==> config.mk <==
export PLATFORM = sky130hd
export DESIGN_NAME = multiplicative_order_unit
export DESIGN_NICKNAME = d
export VERILOG_FILES = /design/src/hdl/mou_pkg.sv /design/src/hdl/mou_div.sv /design/src/hdl/mou_mulmod.sv /design/src/hdl/mou_dp.sv /design/src/hdl/mou_ctrl.sv /design/src/hdl/multiplicative_order_unit.sv
export VERILOG_INCLUDE_DIRS = /design/src /design/src/hdl
export SDC_FILE = /design/constraint.sdc
export NUM_CORES = 2
export LEC_CHECK = 0
export ABC_AREA = 1
export BUFFER_PORTS_ARGS = -buffer_cell sky130_fd_sc_hd__buf_2
export CAP_MARGIN = 20
export CORE_MARGIN = 3
export CORE_UTILIZATION = 45
export CTS_CLUSTER_DIAMETER = 200
export DETAILED_ROUTE_END_ITERATION = 10
export PLACE_DENSITY = 0.59
export SLEW_MARGIN = 20
export SYNTH_ARGS = -nofsm -noshare
export SYNTH_HDL_FRONTEND = slang
export SYNTH_SLANG_ARGS = --single-unit
==> constraint.sdc <==
create_clock -name clk -period 8.25 [get_ports clk]
set_input_delay 0 -clock clk [delete_from_list [all_inputs] [get_ports clk]]
set_output_delay 0 -clock clk [all_outputs]
set_load 0.005 [all_outputs]
==> src/hdl/multiplicative_order_unit_assert.svh <==
// Assertion macros shared by the multiplicative order unit RTL.
// Expects clk and rst_n in the scope where a macro is used.
`ifndef MULTIPLICATIVE_ORDER_UNIT_ASSERT_SVH
`define MULTIPLICATIVE_ORDER_UNIT_ASSERT_SVH

// antecedent implies consequent in the same cycle
`define MOU_ASSERT_SAME(lbl, ante, cons) \
    lbl: assert property (@(posedge clk) disable iff (!rst_n) (ante) |-> (cons)) \
        else $error("assertion failed");

// antecedent implies consequent in the next cycle
`define MOU_ASSERT_NEXT(lbl, ante, cons) \
    lbl: assert property (@(posedge clk) disable iff (!rst_n) (ante) |=> (cons)) \
        else $error("assertion failed");

`endif

==> src/hdl/mou_pkg.sv <==
// Types shared by the multiplicative order unit: datapath operations,
// controller states and the command and status bundles between them.
package mou_pkg;

    typedef enum logic [4:0] {
        OP_NONE,
        OP_LOAD,
        OP_DIV_XY,
        OP_GCD_STEP,
        OP_PHI_INIT,
        OP_DIV_VD,
        OP_V_STRIP,
        OP_V_PUSH_D,
        OP_CLR_STRIP,
        OP_INC_D,
        OP_DIV_RD,
        OP_RES_UPD_D,
        OP_DIV_RV,
        OP_RES_UPD_V,
        OP_FAC_INIT,
        OP_PUSH_V,
        OP_ORD_INIT,
        OP_DIV_CP,
        OP_TRIAL_SET,
        OP_DIV_BM,
        OP_POW_INIT,
        OP_MUL_ACC,
        OP_ACC_SET,
        OP_MUL_SQ,
        OP_SQ_SET,
        OP_ORD_NEXT,
        OP_OUT_FOUND,
        OP_OUT_NF,
        OP_OUT_ONE
    } dp_op_t;

    typedef enum logic [4:0] {
        S_IDLE,
        S_CHK,
        S_GCD_GO,
        S_GCD_WAIT,
        S_PHI_INIT,
        S_VD_GO,
        S_VD_WAIT,
        S_RES_GO,
        S_RES_WAIT,
        S_PFIN_GO,
        S_PFIN_WAIT,
        S_FAC_INIT,
        S_ORD_INIT,
        S_ORD_RD,
        S_ORD_DIV,
        S_ORD_DWAIT,
        S_PB_GO,
        S_PB_WAIT,
        S_POW,
        S_MA_WAIT,
        S_MS_GO,
        S_MS_WAIT,
        S_POW_END,
        S_DONE_F,
        S_NF,
        S_ONE,
        S_OUT
    } ctrl_state_t;

    typedef struct packed {
        dp_op_t op;
    } dp_cmd_t;

    typedef struct packed {
        logic m_zero;
        logic m_one;
        logic x_one;
        logic y_zero;
        logic div_done;
        logic d_gt_q;
        logic r_zero;
        logic strip;
        logic v_gt1;
        logic i_lt_cnt;
        logic mul_done;
        logic e_zero;
        logic e_lsb;
    } dp_status_t;

endpackage

==> src/hdl/mou_div.sv <==
// Restoring divider, one quotient bit per cycle.
// Standalone; used by the multiplicative order datapath.
module mou_div #(
    parameter int W = 32
) (
    input  logic         clk,
    input  logic         rst_n,
    input  logic         start,
    input  logic [W-1:0] dividend,
    input  logic [W-1:0] divisor,
    output logic [W-1:0] quo,
    output logic [W-1:0] rem,
    output logic         done
);
    localparam int CNT_W = $clog2(W + 1);

    logic [W-1:0]     quo_reg;
    logic [W-1:0]     rem_reg;
    logic [W-1:0]     dvs_reg;
    logic [CNT_W-1:0] cnt_reg;
    logic             done_reg;
    logic [W:0]       trial;
    logic             fits;

    assign trial = {rem_reg, quo_reg[W-1]};
    assign fits  = trial >= {1'b0, dvs_reg};

    always_ff @(posedge clk or negedge rst_n)
    begin
        if (!rst_n)
        begin
            cnt_reg  <= '0;
            done_reg <= 1'b0;
        end
        else if (start)
        begin
            cnt_reg  <= CNT_W'(W);
            done_reg <= 1'b0;
        end
        else if (cnt_reg != '0)
        begin
            cnt_reg  <= cnt_reg - 1'b1;
            done_reg <= (cnt_reg == CNT_W'(1));
        end
        else
        begin
            done_reg <= 1'b0;
        end
    end

    always_ff @(posedge clk)
    begin
        if (start)
        begin
            quo_reg <= dividend;
            rem_reg <= '0;
            dvs_reg <= divisor;
        end
        else if (cnt_reg != '0)
        begin
            quo_reg <= {quo_reg[W-2:0], fits};
            rem_reg <= fits ? W'(trial - {1'b0, dvs_reg}) : trial[W-1:0];
        end
    end

    assign quo  = quo_reg;
    assign rem  = rem_reg;
    assign done = done_reg;
endmodule

==> src/hdl/mou_mulmod.sv <==
// Modular multiplier by shift and add, one multiplier bit per cycle.
// Standalone; used by the multiplicative order datapath.
module mou_mulmod #(
    parameter int W = 32
) (
    input  logic         clk,
    input  logic         rst_n,
    input  logic         start,
    input  logic [W-1:0] op_a,
    input  logic [W-1:0] op_b,
    input  logic [W-1:0] modulus,
    output logic [W-1:0] prod,
    output logic         done
);
    logic [W-1:0] acc_reg;
    logic [W-1:0] x_reg;
    logic [W-1:0] y_reg;
    logic [W-1:0] m_reg;
    logic         busy_reg;
    logic         done_reg;

    // (a + b) mod m for a, b < m without overflow
    function automatic logic [W-1:0] add_mod(input logic [W-1:0] a, input logic [W-1:0] b,
                                             input logic [W-1:0] m);
        logic [W-1:0] gap;
        gap = m - b;
        if (a >= gap)
            return a - gap;
        return a + b;
    endfunction

    always_ff @(posedge clk or negedge rst_n)
    begin
        if (!rst_n)
        begin
            busy_reg <= 1'b0;
            done_reg <= 1'b0;
        end
        else if (start)
        begin
            busy_reg <= 1'b1;
            done_reg <= 1'b0;
        end
        else if (busy_reg && y_reg == '0)
        begin
            busy_reg <= 1'b0;
            done_reg <= 1'b1;
        end
        else
        begin
            done_reg <= 1'b0;
        end
    end

    always_ff @(posedge clk)
    begin
        if (start)
        begin
            acc_reg <= '0;
            x_reg   <= op_a;
            y_reg   <= op_b;
            m_reg   <= modulus;
        end
        else if (busy_reg && y_reg != '0)
        begin
            if (y_reg[0])
                acc_reg <= add_mod(acc_reg, x_reg, m_reg);
            x_reg <= add_mod(x_reg, x_reg, m_reg);
            y_reg <= y_reg >> 1;
        end
    end

    assign prod = acc_reg;
    assign done = done_reg;
endmodule

==> src/hdl/mou_dp.sv <==
// Datapath of the multiplicative order unit: operand registers, factor
// memory, divider and modular multiplier. Depends on mou_pkg, mou_div, mou_mulmod.
module mou_dp
    import mou_pkg::*;
#(
    parameter int W     = 32,
    parameter int MAX_F = 32
) (
    input  logic         clk,
    input  logic         rst_n,
    input  dp_cmd_t      cmd,
    input  logic [W-1:0] base,
    input  logic [W-1:0] modulus,
    output dp_status_t   status,
    output logic [W-1:0] order,
    output logic         found
);
    localparam int CW = $clog2(MAX_F + 1);
    localparam int IW = $clog2(MAX_F);

    logic [W-1:0]  b_reg, m_reg, x_reg, y_reg, v_reg, res_reg, d_reg;
    logic [W-1:0]  cand_reg, trial_reg, pb_reg, acc_reg, e_reg;
    logic [W-1:0]  prime_q_reg, order_reg;
    logic          strip_reg, found_reg;
    logic [CW-1:0] cnt_reg, i_reg;
    logic [W-1:0]  primes [MAX_F];

    logic          div_start, mul_start, push, push_v;
    logic [W-1:0]  div_a, div_b, div_q, div_r, mul_a, mul_b, mul_p;
    logic          div_done, mul_done;

    always_comb
    begin
        div_start = 1'b0;
        div_a     = x_reg;
        div_b     = y_reg;
        unique case (cmd.op)
            OP_DIV_XY: div_start = 1'b1;
            OP_DIV_VD:
            begin
                div_start = 1'b1;
                div_a     = v_reg;
                div_b     = d_reg;
            end
            OP_DIV_RD:
            begin
                div_start = 1'b1;
                div_a     = res_reg;
                div_b     = d_reg;
            end
            OP_DIV_RV:
            begin
                div_start = 1'b1;
                div_a     = res_reg;
                div_b     = v_reg;
            end
            OP_DIV_CP:
            begin
                div_start = 1'b1;
                div_a     = cand_reg;
                div_b     = prime_q_reg;
            end
            OP_DIV_BM:
            begin
                div_start = 1'b1;
                div_a     = b_reg;
                div_b     = m_reg;
            end
            default: div_start = 1'b0;
        endcase
    end

    assign mul_start = (cmd.op == OP_MUL_ACC) || (cmd.op == OP_MUL_SQ);
    assign mul_a     = (cmd.op == OP_MUL_ACC) ? acc_reg : pb_reg;
    assign mul_b     = pb_reg;
    assign push      = (cmd.op == OP_V_PUSH_D) || (cmd.op == OP_PUSH_V);
    assign push_v    = (cmd.op == OP_PUSH_V);

    mou_div #(.W(W)) u_div (
        .clk      (clk),
        .rst_n    (rst_n),
        .start    (div_start),
        .dividend (div_a),
        .divisor  (div_b),
        .quo      (div_q),
        .rem      (div_r),
        .done     (div_done)
    );

    mou_mulmod #(.W(W)) u_mul (
        .clk     (clk),
        .rst_n   (rst_n),
        .start   (mul_start),
        .op_a    (mul_a),
        .op_b    (mul_b),
        .modulus (m_reg),
        .prod    (mul_p),
        .done    (mul_done)
    );

    // factor list: one write port, registered read at the order index
    always_ff @(posedge clk)
    begin
        if (push && cnt_reg < CW'(MAX_F))
            primes[cnt_reg[IW-1:0]] <= push_v ? v_reg : d_reg;
        prime_q_reg <= primes[i_reg[IW-1:0]];
    end

    always_ff @(posedge clk or negedge rst_n)
    begin
        if (!rst_n)
        begin
            cnt_reg   <= '0;
            i_reg     <= '0;
            strip_reg <= 1'b0;
        end
        else
        begin
            if (cmd.op == OP_FAC_INIT)
                cnt_reg <= '0;
            else if (push && cnt_reg < CW'(MAX_F))
                cnt_reg <= cnt_reg + 1'b1;

            if (cmd.op == OP_ORD_INIT)
                i_reg <= '0;
            else if (cmd.op == OP_ORD_NEXT)
                i_reg <= i_reg + 1'b1;

            case (cmd.op) inside
                OP_V_STRIP, OP_V_PUSH_D:                     strip_reg <= 1'b1;
                OP_PHI_INIT, OP_FAC_INIT, OP_CLR_STRIP, OP_INC_D: strip_reg <= 1'b0;
                default: ;
            endcase
        end
    end

    always_ff @(posedge clk)
    begin
        case (cmd.op) inside
            OP_LOAD:
            begin
                b_reg <= base;
                m_reg <= modulus;
                x_reg <= base;
                y_reg <= modulus;
            end
            OP_GCD_STEP:
            begin
                x_reg <= y_reg;
                y_reg <= div_r;
            end
            OP_PHI_INIT:
            begin
                v_reg   <= m_reg;
                res_reg <= m_reg;
                d_reg   <= W'(2);
            end
            OP_V_STRIP, OP_V_PUSH_D: v_reg <= div_q;
            OP_INC_D:                d_reg <= d_reg + 1'b1;
            // res / d * (d - 1) == res - rem - quo
            OP_RES_UPD_D:
            begin
                res_reg <= res_reg - div_r - div_q;
                d_reg   <= d_reg + 1'b1;
            end
            OP_RES_UPD_V: res_reg <= res_reg - div_r - div_q;
            OP_FAC_INIT:
            begin
                v_reg    <= res_reg;
                cand_reg <= res_reg;
                d_reg    <= W'(2);
            end
            OP_TRIAL_SET: trial_reg <= div_q;
            OP_POW_INIT:
            begin
                pb_reg  <= div_r;
                acc_reg <= W'(1);
                e_reg   <= trial_reg;
            end
            OP_ACC_SET: acc_reg <= mul_p;
            OP_SQ_SET:
            begin
                pb_reg <= mul_p;
                e_reg  <= e_reg >> 1;
            end
            OP_ORD_NEXT:
            begin
                if (acc_reg == W'(1))
                    cand_reg <= trial_reg;
            end
            OP_OUT_FOUND:
            begin
                order_reg <= cand_reg;
                found_reg <= 1'b1;
            end
            OP_OUT_NF:
            begin
                order_reg <= '0;
                found_reg <= 1'b0;
            end
            OP_OUT_ONE:
            begin
                order_reg <= W'(1);
                found_reg <= 1'b1;
            end
            default: ;
        endcase
    end

    always_comb
    begin
        status.m_zero   = (m_reg == '0);
        status.m_one    = (m_reg == W'(1));
        status.x_one    = (x_reg == W'(1));
        status.y_zero   = (y_reg == '0);
        status.div_done = div_done;
        status.d_gt_q   = (d_reg > div_q);
        status.r_zero   = (div_r == '0);
        status.strip    = strip_reg;
        status.v_gt1    = (v_reg > W'(1));
        status.i_lt_cnt = (i_reg < cnt_reg);
        status.mul_done = mul_done;
        status.e_zero   = (e_reg == '0);
        status.e_lsb    = e_reg[0];
    end

    assign order = order_reg;
    assign found = found_reg;
endmodule

==> src/hdl/mou_ctrl.sv <==
// Controller state machine of the multiplicative order unit.
// Depends on mou_pkg; drives the datapath through dp_cmd_t.
module mou_ctrl
    import mou_pkg::*;
(
    input  logic       clk,
    input  logic       rst_n,
    input  logic       in_valid,
    input  logic       out_ready,
    input  dp_status_t status,
    output dp_cmd_t    cmd,
    output logic       in_ready,
    output logic       out_valid
);
    ctrl_state_t state_reg, state_next;
    logic        fac_reg, fac_next;

    always_ff @(posedge clk or negedge rst_n)
    begin
        if (!rst_n)
        begin
            state_reg <= S_IDLE;
            fac_reg   <= 1'b0;
        end
        else
        begin
            state_reg <= state_next;
            fac_reg   <= fac_next;
        end
    end

    always_comb
    begin
        state_next = state_reg;
        fac_next   = fac_reg;
        cmd.op     = OP_NONE;
        unique case (state_reg)
            S_IDLE:
            begin
                if (in_valid)
                begin
                    cmd.op     = OP_LOAD;
                    state_next = S_CHK;
                end
            end
            S_CHK: state_next = status.m_zero ? S_NF : S_GCD_GO;
            S_GCD_GO:
            begin
                if (!status.y_zero)
                begin
                    cmd.op     = OP_DIV_XY;
                    state_next = S_GCD_WAIT;
                end
                else if (!status.x_one)
                    state_next = S_NF;
                else
                    state_next = status.m_one ? S_ONE : S_PHI_INIT;
            end
            S_GCD_WAIT:
            begin
                if (status.div_done)
                begin
                    cmd.op     = OP_GCD_STEP;
                    state_next = S_GCD_GO;
                end
            end
            S_PHI_INIT:
            begin
                cmd.op     = OP_PHI_INIT;
                fac_next   = 1'b0;
                state_next = S_VD_GO;
            end
            S_VD_GO:
            begin
                cmd.op     = OP_DIV_VD;
                state_next = S_VD_WAIT;
            end
            // shared trial-division loop for the totient and its factoring
            S_VD_WAIT:
            begin
                if (status.div_done)
                begin
                    if (!status.strip && status.d_gt_q)
                    begin
                        if (!fac_reg)
                            state_next = status.v_gt1 ? S_PFIN_GO : S_FAC_INIT;
                        else
                        begin
                            if (status.v_gt1)
                                cmd.op = OP_PUSH_V;
                            state_next = S_ORD_INIT;
                        end
                    end
                    else if (status.r_zero)
                    begin
                        cmd.op     = fac_reg ? OP_V_PUSH_D : OP_V_STRIP;
                        state_next = S_VD_GO;
                    end
                    else if (!fac_reg && status.strip)
                    begin
                        cmd.op     = OP_CLR_STRIP;
                        state_next = S_RES_GO;
                    end
                    else
                    begin
                        cmd.op     = OP_INC_D;
                        state_next = S_VD_GO;
                    end
                end
            end
            S_RES_GO:
            begin
                cmd.op     = OP_DIV_RD;
                state_next = S_RES_WAIT;
            end
            S_RES_WAIT:
            begin
                if (status.div_done)
                begin
                    cmd.op     = OP_RES_UPD_D;
                    state_next = S_VD_GO;
                end
            end
            S_PFIN_GO:
            begin
                cmd.op     = OP_DIV_RV;
                state_next = S_PFIN_WAIT;
            end
            S_PFIN_WAIT:
            begin
                if (status.div_done)
                begin
                    cmd.op     = OP_RES_UPD_V;
                    state_next = S_FAC_INIT;
                end
            end
            S_FAC_INIT:
            begin
                cmd.op     = OP_FAC_INIT;
                fac_next   = 1'b1;
                state_next = S_VD_GO;
            end
            S_ORD_INIT:
            begin
                cmd.op     = OP_ORD_INIT;
                state_next = S_ORD_RD;
            end
            // wait state for the registered factor memory read
            S_ORD_RD: state_next = status.i_lt_cnt ? S_ORD_DIV : S_DONE_F;
            S_ORD_DIV:
            begin
                cmd.op     = OP_DIV_CP;
                state_next = S_ORD_DWAIT;
            end
            S_ORD_DWAIT:
            begin
                if (status.div_done)
                begin
                    cmd.op     = OP_TRIAL_SET;
                    state_next = S_PB_GO;
                end
            end
            S_PB_GO:
            begin
                cmd.op     = OP_DIV_BM;
                state_next = S_PB_WAIT;
            end
            S_PB_WAIT:
            begin
                if (status.div_done)
                begin
                    cmd.op     = OP_POW_INIT;
                    state_next = S_POW;
                end
            end
            S_POW:
            begin
                if (status.e_zero)
                    state_next = S_POW_END;
                else if (status.e_lsb)
                begin
                    cmd.op     = OP_MUL_ACC;
                    state_next = S_MA_WAIT;
                end
                else
                begin
                    cmd.op     = OP_MUL_SQ;
                    state_next = S_MS_WAIT;
                end
            end
            S_MA_WAIT:
            begin
                if (status.mul_done)
                begin
                    cmd.op     = OP_ACC_SET;
                    state_next = S_MS_GO;
                end
            end
            S_MS_GO:
            begin
                cmd.op     = OP_MUL_SQ;
                state_next = S_MS_WAIT;
            end
            S_MS_WAIT:
            begin
                if (status.mul_done)
                begin
                    cmd.op     = OP_SQ_SET;
                    state_next = S_POW;
                end
            end
            S_POW_END:
            begin
                cmd.op     = OP_ORD_NEXT;
                state_next = S_ORD_RD;
            end
            S_DONE_F:
            begin
                cmd.op     = OP_OUT_FOUND;
                state_next = S_OUT;
            end
            S_NF:
            begin
                cmd.op     = OP_OUT_NF;
                state_next = S_OUT;
            end
            S_ONE:
            begin
                cmd.op     = OP_OUT_ONE;
                state_next = S_OUT;
            end
            S_OUT:
            begin
                if (out_ready)
                    state_next = S_IDLE;
            end
            default: state_next = S_IDLE;
        endcase
    end

    assign in_ready  = (state_reg == S_IDLE);
    assign out_valid = (state_reg == S_OUT);
endmodule

==> src/hdl/multiplicative_order_unit.sv <==
// Multiplicative order unit: for each (base, modulus) word returns the smallest k > 0
// with base^k = 1 mod modulus, or found = 0 and order 0 when the modulus is zero or base
// and modulus are not coprime. One item at a time. Every step runs on one shared
// restoring divider and one shift-add modular multiplier. Work per item is the gcd steps
// and about sqrt(modulus) + sqrt(totient) trial divisions, plus, per prime factor of the
// totient, two divisions and a modular power of up to 2 * WIDTH products; the trial
// divisions up to the square roots dominate.
// Depends on mou_pkg, mou_ctrl, mou_dp and the assertion macro header.
`include "multiplicative_order_unit_assert.svh"

module multiplicative_order_unit
    import mou_pkg::*;
#(
    parameter int WIDTH       = 32,
    parameter int MAX_FACTORS = 32
) (
    input  logic                             clk,
    input  logic                             rst_n,
    input  logic                             s_tvalid,
    output logic                             s_tready,
    input  logic [((2*WIDTH+7)/8)*8-1:0]     s_tdata,   // base, modulus
    output logic                             m_tvalid,
    input  logic                             m_tready,
    output logic [((WIDTH+7)/8)*8-1:0]       m_tdata,   // order
    output logic                             m_tuser    // found
);
    localparam int OUT_W = ((WIDTH + 7) / 8) * 8;

    dp_cmd_t      cmd;
    dp_status_t   status;
    logic [WIDTH-1:0] order;
    logic         found;

    mou_ctrl u_ctrl (
        .clk       (clk),
        .rst_n     (rst_n),
        .in_valid  (s_tvalid),
        .out_ready (m_tready),
        .status    (status),
        .cmd       (cmd),
        .in_ready  (s_tready),
        .out_valid (m_tvalid)
    );

    mou_dp #(.W(WIDTH), .MAX_F(MAX_FACTORS)) u_dp (
        .clk     (clk),
        .rst_n   (rst_n),
        .cmd     (cmd),
        .base    (s_tdata[WIDTH-1:0]),
        .modulus (s_tdata[2*WIDTH-1:WIDTH]),
        .status  (status),
        .order   (order),
        .found   (found)
    );

    assign m_tdata = OUT_W'(order);
    assign m_tuser = found;

    `MOU_ASSERT_SAME(a_nf_zero, m_tvalid && !m_tuser, m_tdata == '0)
    `MOU_ASSERT_SAME(a_one_item, s_tvalid && s_tready, !m_tvalid)
    `MOU_ASSERT_NEXT(a_ready_after, m_tvalid && m_tready, s_tready && !m_tvalid)
endmodule
==> results.py <==
metrics = {
    "run_status": {
        "status": "completed",
    },
    "floorplanning": {
        "rows": 156,
        "initial_utilization_pct": 45.4,
        "die_y_um": 434,
        "die-area_mm2": 0.188,
        "coreArea_mm2": 0.181,
        "die_x_um": 434,
        "io-pin-count": 103,
    },
    "setup_path": {
        "path_delay_family": "compound AO/OA/AOI/OAI gates",
        "r2r-end": "u_dp.u_mul.x_reg[16]",
        "reg2reg_from": "u_dp.u_mul.x_reg[1]",
        "cp_slowest_cell": "o21ai_0",
        "crit_type": "reg -> reg",
        "cp-start-kind": "register",
        "crit_required_ns": 8.81,
        "r2r_setup_slack_ns": 2.32,
        "critical_path.max_fanout": 35,
        "path_cells": "inv_1, ha_1, nand3_1, nand2_1, a21oi_1, o21ai_0, a21boi_0, o21ai_0, a21boi_0, o21ai_0, xnor2_1, ha_1, nand2_1, inv_1, a21oi_1, o21ai_0, a221oi_1, nand3_1, buf_4, clkinv_1, buf_4, a21oi_1, o21ai_0, o211ai_1",
        "critical-path-max-stage-delay_ns": 0.56,
        "cp-end-kind": "register",
        "r2r_cells": 24,
        "critPathArrivalTime_ns": 6.49,
        "timing.critical_path.mode_cell": "o21ai_0",
        "critPathBufInv": 5,
    },
    "pwr": {
        "vdd_drop_max_mv": 0.227,
        "power_density_mw_per_mm2": 262,
        "p_leak_nw": 37.5,
    },
    "route": {
        "antenna_left": 0,
        "vias": 62813,
        "drt_iter0_drc": 7277,
        "vias_per_cell": 5.96,
        "dr.pass1.iters": 6,
        "routedWlPerCell_um": 27.3,
        "drt_wl_total_um": 288000,
        "drc": 0,
    },
    "timing": {
        "worstMarginPinSlew_ns": 1.22,
        "max_clock_freq_mhz": 169,
        "rsz0062_at_grt": "false",
        "final_max_slew_viol_count": 0,
        "setup_tns_ns": 0,
        "hold_viol_final": 0,
        "fin_crit_ns": 5.93,
        "setup_ws_ns": 2.32,
        "finClkSkew_ns": 0.0442,
        "maxSlewHeadroom_pct": 18.9,
        "setup_violations": 0,
        "fin_crit_sh_pct": 71.9,
    },
    "placement": {
        "portBuffers": 102,
        "postPlaceCellArea_mm2": 0.0864,
        "dp_slack_ns": 2.37,
        "hpwl_um": 198000,
        "gp_congestion": 0.961,
    },
    "global_routing": {
        "busiest_layer": "met2",
        "use_met3_pct": 4.50,
        "grt_pass1_wl_um": 414000,
        "overflow": 0,
        "grt_max_degree": 163,
        "grt_pass1_vias": 59446,
        "grt_usage_pct": 30.1,
        "antenna_found_initial": 7,
        "grtUsageMet2_pct": 49.4,
        "grtUsageMet1_pct": 39.9,
    },
    "run": {
        "drv_cap": 0,
    },
    "final_layout": {
        "multi_input_area_mm2": 0.0285,
        "fillers": 16168,
        "final_cell_mix": "edfxtp_1, nand2_1, nor2_1, o21ai_0, inv_1",
        "regArea_mm2": 0.0507,
        "layout_commonest_cell": "edfxtp_1",
        "finalNetCount": 8355,
        "area_growth_pct": 14.1,
        "design_area_mm2": 0.0939,
        "drive_above_1_share_pct": 8.27,
        "largest_reg_flops": 1024,
    },
    "clocking": {
        "cts-root-buf": "clkbuf_16",
        "cts-buffers-inserted": 182,
        "cts_resized": 0,
        "cts_tree": "built",
        "clock_latency_ns": 0.86,
        "htree_levels": 4,
        "cts_num_sinks": 1725,
        "cts_buffer_depth": 3,
        "path_clk_slew_ns": 0.06,
        "cts_setup_buffers": 0,
    },
    "yosys": {
        "syn-num-nets": 8177,
        "synth_top_flop_cell": "edfxtp_1",
        "async_flop_share_pct": 1.62,
        "yosysSeqAreaShare_pct": 61.6,
        "syn_avg_cell_area_um2": 10.5,
        "synth_cell_types": 61,
        "synthCells": 7837,
        "synth_edf_count": 1601,
        "syn_area_mm2": 0.0823,
        "synth-seq-cells": 1725,
        "ys_warn_count": 0,
    },
    "min_path": {
        "hold_class": "in -> reg",
        "holdPathEnd": "u_dp.y_reg[21]",
        "hold_depth": 4,
        "hp-start": "s_tdata[53]",
    },
}
[worst reg2reg max path, cell delays in order (launching register included)]
cell,delay [ns]
edfxtp_1,0.46
inv_1,0.15
ha_1,0.30
nand3_1,0.07
nand2_1,0.12
a21oi_1,0.11
o21ai_0,0.29
a21boi_0,0.25
o21ai_0,0.56
a21boi_0,0.25
o21ai_0,0.43
xnor2_1,0.24
ha_1,0.33
nand2_1,0.13
inv_1,0.07
a21oi_1,0.22
o21ai_0,0.15
a221oi_1,0.32
nand3_1,0.12
buf_4,0.28
clkinv_1,0.09
buf_4,0.34
a21oi_1,0.13
o21ai_0,0.12
o211ai_1,0.11
[power by group]
group | switching, mW | internal (mW) | leakage (nW) | total (mW)
registers | 0.387 | 10.2 | 18.3 | 10.6
logic | 3.74 | 1.86 | 16.2 | 5.60
clock network | 3.67 | 4.78 | 3.00 | 8.45
total | 7.79 | 16.8 | 37.5 | 24.6
[logic make-up (layout without fill, tap and decap cells)]
logic type,count (synthesis),count (layout),synth area share (%)
compound gates,1951,1951,13.7
xor+xnor,167,167,1.78
fa+ha+maj,272,272,4.46
buf+inv,975,1311,4.54
flops,1725,1725,61.6
mux,1,1,0.0122
other cells,0,2,0
simple gates,2746,2746,13.9
[worst max-delay path by stage]
stage	start	endpoint	slack, ns	depth (start not counted)
floorplan	u_ctrl.state_reg[0]	u_dp.x_reg[0]	2.28	4
global placement	u_dp.u_div.quo[31]	u_dp.primes[11][7]	2.59	17
detailed placement	u_dp.u_mul.x_reg[1]	u_dp.u_mul.x_reg[1]	2.37	24
CTS	u_dp.u_mul.x_reg[1]	u_dp.u_mul.x_reg[8]	2.32	24
global route	u_dp.u_mul.x_reg[1]	u_dp.u_mul.x_reg[16]	1.53	26
finish	u_dp.u_mul.x_reg[1]	u_dp.u_mul.x_reg[16]	2.32	24
[per-stage QoR]
step                util [%]  hold WS [ns]  std cells  total power, mW
finish                  51.8        0.0467      10545             24.6
global placement        47.3         0.147      10047             16.1
floorplan                  -        -0.296       7837             14.3
detailed placement      47.6         0.180      10069             16.1
global route            51.8        0.0354      10543             25.7
CTS                     51.8      0.000915      10542             24.6
[metal layers]
layer	part of all wire (%)	wire length, um
met5	0.0094	27
met4	4.7	13500
met3	7.3	20900
met2	48	138000
met1	40	115000
[synthesized netlist by cell type, types with 8 or more instances]
cell type / n / area [um^2]
a21boi_0: 12 / 90.1
a21o_1: 28 / 210
a21oi_1: 401 / 2010
a221oi_1: 75 / 657
a22oi_1: 23 / 173
a31oi_1: 44 / 275
a32oi_1: 29 / 254
buf_1: 19 / 71.3
buf_2: 36 / 180
clkbuf_1: 310 / 1160
dfrtp_1: 28 / 701
dfxtp_1: 96 / 1920
edfxtp_1: 1601 / 48100
fa_1: 36 / 721
ha_1: 236 / 2950
inv_1: 581 / 2180
inv_2: 17 / 63.8
nand2_1: 1238 / 4650
nand3_1: 248 / 1240
nand3b_1: 8 / 60.1
nand4_1: 83 / 519
nor2_1: 965 / 3620
nor2_2: 8 / 50.1
nor3_1: 80 / 400
nor3b_1: 8 / 60.1
nor4_1: 56 / 350
o2111ai_1: 11 / 96.3
o211ai_1: 57 / 428
o21a_1: 15 / 113
o21ai_0: 885 / 4430
o21ai_1: 11 / 55.1
o21bai_1: 39 / 293
o221ai_1: 76 / 666
o22ai_1: 227 / 1420
or2_2: 13 / 81.3
xnor2_1: 69 / 604
xor2_1: 98 / 858
[layout make-up]
class | count | area share (%)
antenna | 2 | 0.00533
clock buffer | 216 | 5.07
clock inverter | 126 | 1.50
inverter | 603 | 2.44
multi-input combinational | 5137 | 30.4
sequential | 1725 | 54.0
tap | 2370 | 3.16
timing repair buffer | 366 | 3.41
[repair_timing]
item                       in CTS  in global routing
hold buffers                  131                  0
setup endpoints to repair       0                  0
hold endpoints to repair      168                  0
(Power assumes the default switching activity.)
